==> config.mk <==
export PLATFORM = sky130hd
export DESIGN_NAME = class_label_inertia_filter_unit
export DESIGN_NICKNAME = d
export VERILOG_FILES = /design/src/hw/rtl/clif_pkg.sv /design/src/hw/rtl/clif_thr_regs.sv /design/src/hw/rtl/clif_filter.sv /design/src/hw/rtl/class_label_inertia_filter_unit.sv
export VERILOG_INCLUDE_DIRS = /design/src /design/src/hw/rtl
export SDC_FILE = /design/constraint.sdc
export NUM_CORES = 1
export LEC_CHECK = 0
export BUFFER_PORTS_ARGS = -buffer_cell sky130_fd_sc_hd__buf_2
export CAP_MARGIN = 20
export CORE_MARGIN = 2
export CORE_UTILIZATION = 40
export DETAILED_ROUTE_END_ITERATION = 8
export GPL_TIMING_DRIVEN = 0
export PLACE_DENSITY = 0.56
export SYNTH_ARGS = -nofsm -noshare
export SYNTH_HDL_FRONTEND = slang
export SYNTH_SLANG_ARGS = --single-unit
==> constraint.sdc <==
create_clock -name clk -period 5.6 [get_ports clk]
set_input_delay 0.28 -clock clk [delete_from_list [all_inputs] [get_ports clk]]
set_output_delay 0.28 -clock clk [all_outputs]
set_load 0.01 [all_outputs]
==> src/hw/rtl/class_label_inertia_filter_unit_defines.svh <==
// Assertion macros used by the inertia filter top level.
`ifndef CLASS_LABEL_INERTIA_FILTER_UNIT_DEFINES_SVH
`define CLASS_LABEL_INERTIA_FILTER_UNIT_DEFINES_SVH

// Same-cycle implication, sampled on clk, off while arst_n is low.
`define CLIF_ASSERT_NOW(name, ante, cons, msg) \
	name: assert property (@(posedge clk) disable iff (!arst_n) (ante) |-> (cons)) \
		else $error(msg);

// Next-cycle implication, sampled on clk, off while arst_n is low.
`define CLIF_ASSERT_NEXT(name, ante, cons, msg) \
	name: assert property (@(posedge clk) disable iff (!arst_n) (ante) |=> (cons)) \
		else $error(msg);

`endif

==> src/hw/rtl/clif_pkg.sv <==
// Shared types and constants for the class label inertia filter.
`timescale 1ns / 1ps
`default_nettype none

package clif_pkg;

	localparam int LABEL_W    = 4;   // raw label field
	localparam int SHOWN_W    = 3;   // displayed label field
	localparam int HOLD_W     = 16;  // reported hold count
	localparam int THR_W      = 8;   // one switch threshold
	localparam int CFG_IDX_W  = 4;
	localparam int CFG_DATA_W = 64;
	localparam int THR_PER_ROW = CFG_DATA_W / THR_W;

	typedef struct packed {
		logic [LABEL_W-1:0] label;
		logic               clear;
	} item_t;

	typedef struct packed {
		logic [SHOWN_W-1:0] shown_label;
		logic [HOLD_W-1:0]  hold_count;
		logic               label_error;
	} result_t;

endpackage

`default_nettype wire

==> src/hw/rtl/clif_thr_regs.sv <==
// Switch threshold register file with (shown, candidate) lookup.
`timescale 1ns / 1ps
`default_nettype none

module clif_thr_regs #(
	parameter int NUM_LABELS = 8
) (
	input  wire logic                                clk,
	input  wire logic                                arst_n,
	input  wire logic                                wr_en,
	input  wire logic [clif_pkg::CFG_IDX_W-1:0]      wr_index,
	input  wire logic [clif_pkg::CFG_DATA_W-1:0]     wr_data,
	input  wire logic [$clog2(NUM_LABELS)-1:0]       row_sel,
	input  wire logic [$clog2(NUM_LABELS)-1:0]       col_sel,
	output logic      [clif_pkg::THR_W-1:0]          need
);
	import clif_pkg::*;

	localparam int LBL_W = $clog2(NUM_LABELS);

	// only bytes for real labels are kept
	logic [NUM_LABELS-1:0][NUM_LABELS-1:0][THR_W-1:0] thr_q;
	logic                                             row_hit;

	assign row_hit = wr_en && (wr_index < CFG_IDX_W'(NUM_LABELS));

	always_ff @(posedge clk or negedge arst_n) begin
		if (!arst_n) begin
			thr_q <= '0;
		end else if (row_hit) begin
			for (int j = 0; j < NUM_LABELS; j++) begin
				thr_q[wr_index[LBL_W-1:0]][j] <= wr_data[j*THR_W +: THR_W];
			end
		end
	end

	assign need = thr_q[row_sel][col_sel];

endmodule

`default_nettype wire

==> src/hw/rtl/clif_filter.sv <==
// Inertia state registers and their per-word update logic.
`timescale 1ns / 1ps
`default_nettype none

module clif_filter #(
	parameter int NUM_LABELS  = 8,
	parameter int COUNT_WIDTH = 16
) (
	input  wire logic                           clk,
	input  wire logic                           arst_n,
	input  wire logic                           step,
	input  wire clif_pkg::item_t                item,
	input  wire logic [clif_pkg::THR_W-1:0]     need,
	output logic      [$clog2(NUM_LABELS)-1:0]  row_sel,
	output logic      [$clog2(NUM_LABELS)-1:0]  col_sel,
	output clif_pkg::result_t                   result
);
	import clif_pkg::*;

	localparam int LBL_W = $clog2(NUM_LABELS);
	localparam int CW    = COUNT_WIDTH;

	logic [LBL_W-1:0] shown_q, shown_b, shown_n;
	logic             shown_vld_q, shown_vld_b, shown_vld_n;
	logic [CW-1:0]    hold_q, hold_b, hold_n;
	logic [LBL_W-1:0] pend_q, pend_b, pend_n;
	logic             pend_vld_q, pend_vld_b, pend_vld_n;
	logic [CW-1:0]    pend_cnt_q, pend_cnt_b, pend_cnt_n;
	logic             bad_label;
	logic [LBL_W-1:0] lab;
	logic [HOLD_W-1:0] hold_rep;

	assign bad_label = item.label >= LABEL_W'(NUM_LABELS);
	assign lab       = item.label[LBL_W-1:0];
	// with clear set the switch branch is never taken, so the live row is fine
	assign row_sel   = shown_q;
	assign col_sel   = lab;

	always_comb begin
		// clear takes effect before the label is looked at
		if (item.clear) begin
			shown_b     = '0;
			shown_vld_b = 1'b0;
			hold_b      = '0;
			pend_b      = '0;
			pend_vld_b  = 1'b0;
			pend_cnt_b  = '0;
		end else begin
			shown_b     = shown_q;
			shown_vld_b = shown_vld_q;
			hold_b      = hold_q;
			pend_b      = pend_q;
			pend_vld_b  = pend_vld_q;
			pend_cnt_b  = pend_cnt_q;
		end

		shown_n     = shown_b;
		shown_vld_n = shown_vld_b;
		hold_n      = hold_b;
		pend_n      = pend_b;
		pend_vld_n  = pend_vld_b;
		pend_cnt_n  = pend_cnt_b;

		if (bad_label) begin
			// state left alone
		end else if (!shown_vld_b) begin
			shown_n     = lab;
			shown_vld_n = 1'b1;
			hold_n      = CW'(1);
			pend_n      = '0;
			pend_vld_n  = 1'b0;
			pend_cnt_n  = '0;
		end else if (lab == shown_b) begin
			hold_n     = (hold_b == '1) ? hold_b : hold_b + CW'(1);
			pend_n     = '0;
			pend_vld_n = 1'b0;
			pend_cnt_n = '0;
		end else begin
			if (pend_vld_b && (pend_b == lab)) begin
				pend_cnt_n = (pend_cnt_b == '1) ? pend_cnt_b : pend_cnt_b + CW'(1);
			end else begin
				pend_n     = lab;
				pend_vld_n = 1'b1;
				pend_cnt_n = CW'(1);
			end
			if (pend_cnt_n >= CW'(need)) begin
				shown_n    = lab;
				hold_n     = pend_cnt_n;
				pend_n     = '0;
				pend_vld_n = 1'b0;
				pend_cnt_n = '0;
			end
		end
	end

	generate
		if (CW > HOLD_W) begin : g_hold_sat
			assign hold_rep = (hold_n > CW'({HOLD_W{1'b1}})) ? '1 : hold_n[HOLD_W-1:0];
		end else begin : g_hold_ext
			assign hold_rep = HOLD_W'(hold_n);
		end
	endgenerate

	always_comb begin
		result.label_error = bad_label;
		if (shown_vld_n) begin
			result.shown_label = SHOWN_W'(shown_n);
			result.hold_count  = hold_rep;
		end else begin
			result.shown_label = '0;
			result.hold_count  = '0;
		end
	end

	always_ff @(posedge clk or negedge arst_n) begin
		if (!arst_n) begin
			shown_q     <= '0;
			shown_vld_q <= 1'b0;
			hold_q      <= '0;
			pend_q      <= '0;
			pend_vld_q  <= 1'b0;
			pend_cnt_q  <= '0;
		end else if (step) begin
			shown_q     <= shown_n;
			shown_vld_q <= shown_vld_n;
			hold_q      <= hold_n;
			pend_q      <= pend_n;
			pend_vld_q  <= pend_vld_n;
			pend_cnt_q  <= pend_cnt_n;
		end
	end

endmodule

`default_nettype wire

==> src/hw/rtl/class_label_inertia_filter_unit.sv <==
// Top level of the class label inertia filter: input stage, filter, result register.
//
// Debounces a stream of classifier labels: each input word (label, clear) yields exactly one
// output word (shown_label, hold_count, label_error). The first in-range label after reset or
// clear is shown at once; a different label must repeat for the number of consecutive words
// given by the threshold byte for (shown, new) before it takes over, and a word matching the
// shown label drops any candidate. Counters saturate; an out-of-range label only raises
// label_error (after honoring clear). The block takes one word per clock unless output stalls:
// the word is captured in an input register, then the filter state is updated and the result
// captured in the output register. One word per clock is set by the state update loop,
// which reads and writes the filter state in the same cycle.
// Output back-pressure stalls both stages; in_ready drops only when both registers hold words
// and out_ready is low. Thresholds are written through the cfg port (index i = row for shown
// label i, byte j = threshold toward label j); cfg_ready is always high, indexes past the last
// label are dropped, and rows must only be written while no word is in flight.
`timescale 1ns / 1ps
`default_nettype none

`include "class_label_inertia_filter_unit_defines.svh"

module class_label_inertia_filter_unit #(
	parameter int NUM_LABELS  = 8,
	parameter int COUNT_WIDTH = 16
) (
	input  wire logic                                clk,
	input  wire logic                                arst_n,
	// input words
	input  wire logic                                in_valid,
	output logic                                     in_ready,
	input  wire logic [clif_pkg::LABEL_W-1:0]        label,
	input  wire logic                                clear,
	// result words
	output logic                                     out_valid,
	input  wire logic                                out_ready,
	output logic      [clif_pkg::SHOWN_W-1:0]        shown_label,
	output logic      [clif_pkg::HOLD_W-1:0]         hold_count,
	output logic                                     label_error,
	// threshold writes
	input  wire logic                                cfg_valid,
	output logic                                     cfg_ready,
	input  wire logic [clif_pkg::CFG_IDX_W-1:0]      cfg_index,
	input  wire logic [clif_pkg::CFG_DATA_W-1:0]     cfg_data
);
	import clif_pkg::*;

	localparam int LBL_W = $clog2(NUM_LABELS);

	item_t            item_s1;
	logic             valid_s1;
	result_t          res_s2;
	logic             valid_s2;
	logic             adv_s1;
	logic             in_fire;
	result_t          res_next;
	logic [LBL_W-1:0] row_sel;
	logic [LBL_W-1:0] col_sel;
	logic [THR_W-1:0] need;

	assign cfg_ready = 1'b1;

	// stage 1 moves into the result register when that one is empty or draining
	assign adv_s1   = valid_s1 && (!valid_s2 || out_ready);
	assign in_ready = !valid_s1 || !valid_s2 || out_ready;
	assign in_fire  = in_valid && in_ready;

	always_ff @(posedge clk or negedge arst_n) begin
		if (!arst_n) begin
			valid_s1 <= 1'b0;
		end else if (in_fire) begin
			valid_s1 <= 1'b1;
		end else if (adv_s1) begin
			valid_s1 <= 1'b0;
		end
	end

	always_ff @(posedge clk) begin
		if (in_fire) begin
			item_s1.label <= label;
			item_s1.clear <= clear;
		end
	end

	clif_thr_regs #(
		.NUM_LABELS(NUM_LABELS)
	) u_thr (
		.clk     (clk),
		.arst_n  (arst_n),
		.wr_en   (cfg_valid && cfg_ready),
		.wr_index(cfg_index),
		.wr_data (cfg_data),
		.row_sel (row_sel),
		.col_sel (col_sel),
		.need    (need)
	);

	clif_filter #(
		.NUM_LABELS (NUM_LABELS),
		.COUNT_WIDTH(COUNT_WIDTH)
	) u_filter (
		.clk    (clk),
		.arst_n (arst_n),
		.step   (adv_s1),
		.item   (item_s1),
		.need   (need),
		.row_sel(row_sel),
		.col_sel(col_sel),
		.result (res_next)
	);

	always_ff @(posedge clk or negedge arst_n) begin
		if (!arst_n) begin
			valid_s2 <= 1'b0;
		end else if (adv_s1) begin
			valid_s2 <= 1'b1;
		end else if (out_ready) begin
			valid_s2 <= 1'b0;
		end
	end

	always_ff @(posedge clk) begin
		if (adv_s1) begin
			res_s2 <= res_next;
		end
	end

	assign out_valid   = valid_s2;
	assign shown_label = res_s2.shown_label;
	assign hold_count  = res_s2.hold_count;
	assign label_error = res_s2.label_error;

	`CLIF_ASSERT_NEXT(a_adv_loads_s2, adv_s1, valid_s2, "result register not loaded")
	`CLIF_ASSERT_NOW(a_no_overrun, valid_s1 && valid_s2 && !out_ready, !in_ready,
		"input accepted while both stages are stalled")
	`CLIF_ASSERT_NOW(a_shown_range, valid_s2, shown_label <= SHOWN_W'(NUM_LABELS - 1),
		"shown label beyond label count")
	`CLIF_ASSERT_NOW(a_empty_zero, valid_s2 && (hold_count == '0), shown_label == '0,
		"zero hold count with nonzero label")

endmodule

`default_nettype wire
==> flow_summary_export.csv <==
group,metric,value,unit
drt,routed_vias,16700,
cts,maximum_clock_insertion_buffer_count,3,
logic_synthesis,synth_cells,1791,
logic_synthesis,syn-num-nets,1879,
worst_hold_path,hold_start,"cfg_data[49]",
drt,number_of_drc_violations_after_detailed_routing_iteration_0,1274,
setup_path,slowest_delay,0.56,ns
cts,clock_sinks,579,
power,ir_drop,319,uV
logic_synthesis,post_synthesis_async_set_or_reset_flop_share,0.957,
timing,layout_worst_path_cycle_share,0.978,
cts,cts.clk_slew.worst_paths,0.06,ns
placed_design,finalWeightedCongestion,0.881,
drt,drt_first_pass_iters,5,
logic_synthesis,synth-main-ff-cell,"dfrtp_1",
power,power.density_cell_area,440,mW/mm^2
logic_synthesis,synth.area.top_cells,"dfrtp_1 (51%), mux2_2 (21%), mux4_2 (14%)",
floorplan,initial_core_utilization,0.404,
global_route,grt_pass1_wl,116,mm
worst_hold_path,worst_hold_path.endpoint,"u_thr.thr_q[433]",
setup_path,rrSetupSlack,0.12,ns
setup_path,worst-endpoint-arrival,5.82,ns
cells_and_area,layout.cells.most_common_list,"dfrtp_1 (554), mux2_2 (512), mux4_2 (168)",
timing,fin_worst_skew,0.0207,ns
placed_design,dp.final_hpwl,53.0,mm
cells_and_area,diodes,0,
logic_synthesis,synth_enable_flop_cells,25,
timing,period_minus_slack,5.48,ns
floorplan,core,0.0673,sq mm
worst_hold_path,hold_class,"in -> reg",
global_route,grt_usage,0.222,
timing,timing.slew.headroom,0.290,
drt,drcViolationCount,0,
run,cap_violations,0,
run_status,run_status,"complete, no violations",
worst_hold_path,hold-path-cell-count,2,
drt,post_drt_antenna_nets,0,
logic_synthesis,netlist.top_cell.by_area,"dfrtp_1",
cells_and_area,layout.cells.most_common,"dfrtp_1",
setup_path,start_kind,"register",
setup_path,crit_path_frequent_cell,"mux4_2",
global_route,globalRouteOverflowTotal,0,
global_route,maximum_number_of_pins_on_one_net_before_global_route_repair,122,
timing,finalMaxSlewViolations,0,
cts,clock_insertion_delay_at_the_later_pin_of_the_skew_report,0.61,ns
floorplan,top_level_ports,101,
cts,cts_htree_levels,3,
cells_and_area,layout.cell_area.non_filler,0.0319,sq mm
setup_path,worst_path_max_delay_cell,"clkbuf_1",
floorplan,chipWidth,265,microns
cts,cts_root_buffer,"clkbuf_16",
logic_synthesis,synthesis.area_per_instance,15.2,sq um
timing,achievable-frequency,183,MHz
setup_path,cp_top_family,"multiplexers",
timing,finalSetupViolations,0,
global_route,grt_pass1_vias,17700,
setup_path,worst_r2r_path_depth,14,
logic_synthesis,ys_warn_count,0,
timing,hold_viol_final,0,
logic_synthesis,synth_top_area_frac,0.510,
setup_path,cp_num_buf_inv,5,
logic_synthesis,synthesis.area,0.0272,sq mm
cts,cts_tree,"built",
floorplan,die_height,265,microns
power,p_leak,13.2,nW
cells_and_area,drive_above_1_share,0.458,
floorplan,core.rowCount,95,
power,total_power,14.0,mW
logic_synthesis,synth.ff_latch_count,579,
setup_path,path_cells,"clkbuf_1 -> clkbuf_1 -> buf_16 -> mux4_2 -> mux4_2 -> mux4_2 -> inv_1 -> ha_1 -> a21o_1 -> or4b_1 -> buf_2 -> nor2_4 -> a2111oi_0 -> a2111oi_1",
timing,tightest_slew,1.06,ns
setup_path,worst_path_class_setup,"reg -> reg",
cts,number_of_buffers_created_by_cts,66,
setup_path,cp_data_required_time,5.94,ns
cells_and_area,syn2layout_area_growth,17.3,%
placed_design,number_of_input_and_output_port_buffers_inserted,99,
cells_and_area,finalNetCount,2112,
setup_path,timing.critical_path.to_type,"register",
placed_design,detailed_place.area,0.0292,sq mm
drt,post_drt_via_cell_ratio,5.68,
setup_path,r2r_start,"u_filter.row_sel[0]",
global_route,grt_antenna_before_repair,6,
drt,drt-wirelength-per-cell,25.8,microns
logic_synthesis,synth_seq_area_share,0.537,
setup_path,largest_driver_fanout_on_the_critical_path,7,
setup_path,crit-reg2reg-capture,"hold_count[8]",
logic_synthesis,synth.distinct_cells,69,
drt,routed_wl,76.0,mm
floorplan,dieArea,0.0701,sq mm
[per-stage QoR]
| step | setup slack (ns) | hold WS (ns) | utilization | setup TNS [ns] | cells |
|---|---|---|---|---|---|
| floorplan | 0.631 | -0.0156 | - | 0 | 1791 |
| global placement | -6.96 | 0.457 | 0.428 | -3827.28 | 2763 |
| detailed placement | -1.03 | 0.269 | 0.434 | -30.33 | 2783 |
| CTS | 0.00745 | 0.000473 | 0.474 | 0 | 2942 |
| global route | -0.000154 | 0.0175 | 0.474 | -0.000154 | 2945 |
| finish | 0.124 | 0.0278 | 0.474 | 0 | 2945 |
[worst register-to-register path, stage by stage (launching register included)]
cell and delay [ns]:
dfrtp_1 0.31, clkbuf_1 0.26, clkbuf_1 0.56, buf_16 0.23, mux4_2 0.50, mux4_2 0.55, mux4_2 0.52, inv_1 0.10
ha_1 0.27, a21o_1 0.24, or4b_1 0.53, buf_2 0.19, nor2_4 0.27, a2111oi_0 0.17, a2111oi_1 0.51
[routing by layer]
| metal | part of all wire | track usage |
|---|---|---|
| met1 | 0.44 | 0.298 |
| met2 | 0.49 | 0.365 |
| met3 | 0.047 | 0.0442 |
| met4 | 0.029 | 0.0676 |
| met5 | 0.00025 | 0 |
[power by group]
group	leakage, nW	switching (mW)	internal, mW
clock	1.06	1.72	2.55
sequential	7.09	0.430	5.11
combinational	5.10	2.00	2.23
total	13.2	4.15	9.89
[cells in the mapped netlist (9+ instances only)]
cell / n
edfxtp_1: 25
mux2_2: 512
nand3_1: 15
dfrtp_1: 554
o31ai_1: 11
a31oi_1: 10
mux4_2: 168
xor2_1: 11
nand2b_1: 15
xnor2_1: 13
nor2b_1: 14
o21ai_0: 29
o21ai_1: 9
inv_1: 11
nand2_1: 51
ha_1: 10
clkbuf_1: 105
nor2_1: 40
a21oi_1: 21
and2_1: 12
buf_1: 19
nand4_1: 11
a22o_1: 13
[what timing repair did]
item,4_1_cts,5_1_grt
pin swaps,0,1
buffers inserted,0,3
hold endpoints to repair,248,0
gates resized for setup,38,39
endpoints found under the setup margin,50,35
hold buffers,44,0
[final cells by class]
class | instances | area, sq um
timing repair buffer | 167 | 1360
fill | 5974 | 35400
multi-input combinational | 1069 | 12100
inverter | 12 | 45.0
clock buffer | 102 | 2040
clock inverter | 14 | 101
tap | 873 | 1090
buffer | 129 | 579
sequential | 579 | 14600
[cells by family after synthesis]
| logic type | share of synthesized area |
|---|---|
| multiplexers | 0.352 |
| buffers and inverters | 0.0208 |
| adder cells (fa/ha/maj) | 0.00460 |
| AND/OR/NAND/NOR | 0.0418 |
| AO/OA/AOI/OAI | 0.0352 |
| XOR/XNOR | 0.00773 |
| flip-flops | 0.537 |
| other | 0.000138 |
[state kept, by name, summed over array words and instances, names as in the netlist]
| register | count |
|---|---|
| u_filter.pend_q | 3 |
| label_error | 1 |
| u_filter.pend_cnt_q | 16 |
| hold_count | 16 |
| item_s1 | 5 |
| u_thr.thr_q | 512 |
| u_filter.shown_vld_q | 1 |
| u_filter.row_sel | 3 |
| u_filter.hold_q | 16 |
| shown_label | 3 |
| out_valid | 1 |
| valid_s1 | 1 |
| u_filter.pend_vld_q | 1 |
[worst max-delay path by stage]
| stage | start | endpoint | cells after the start |
|---|---|---|---|
| 6_report | u_filter.row_sel[0] | hold_count[8] | 14 |
| 5_1_grt | u_filter.row_sel[0] | hold_count[4] | 17 |
| 3_5_place_dp | item_s1[0] | hold_count[8] | 19 |
| 2_1_floorplan | u_filter.row_sel[0] | hold_count[6] | 15 |
| 4_1_cts | u_filter.row_sel[0] | hold_count[6] | 17 |
| 3_3_place_gp | arst_n | u_thr.thr_q[181] | 1 |
Power figures use the tool's default switching activity.
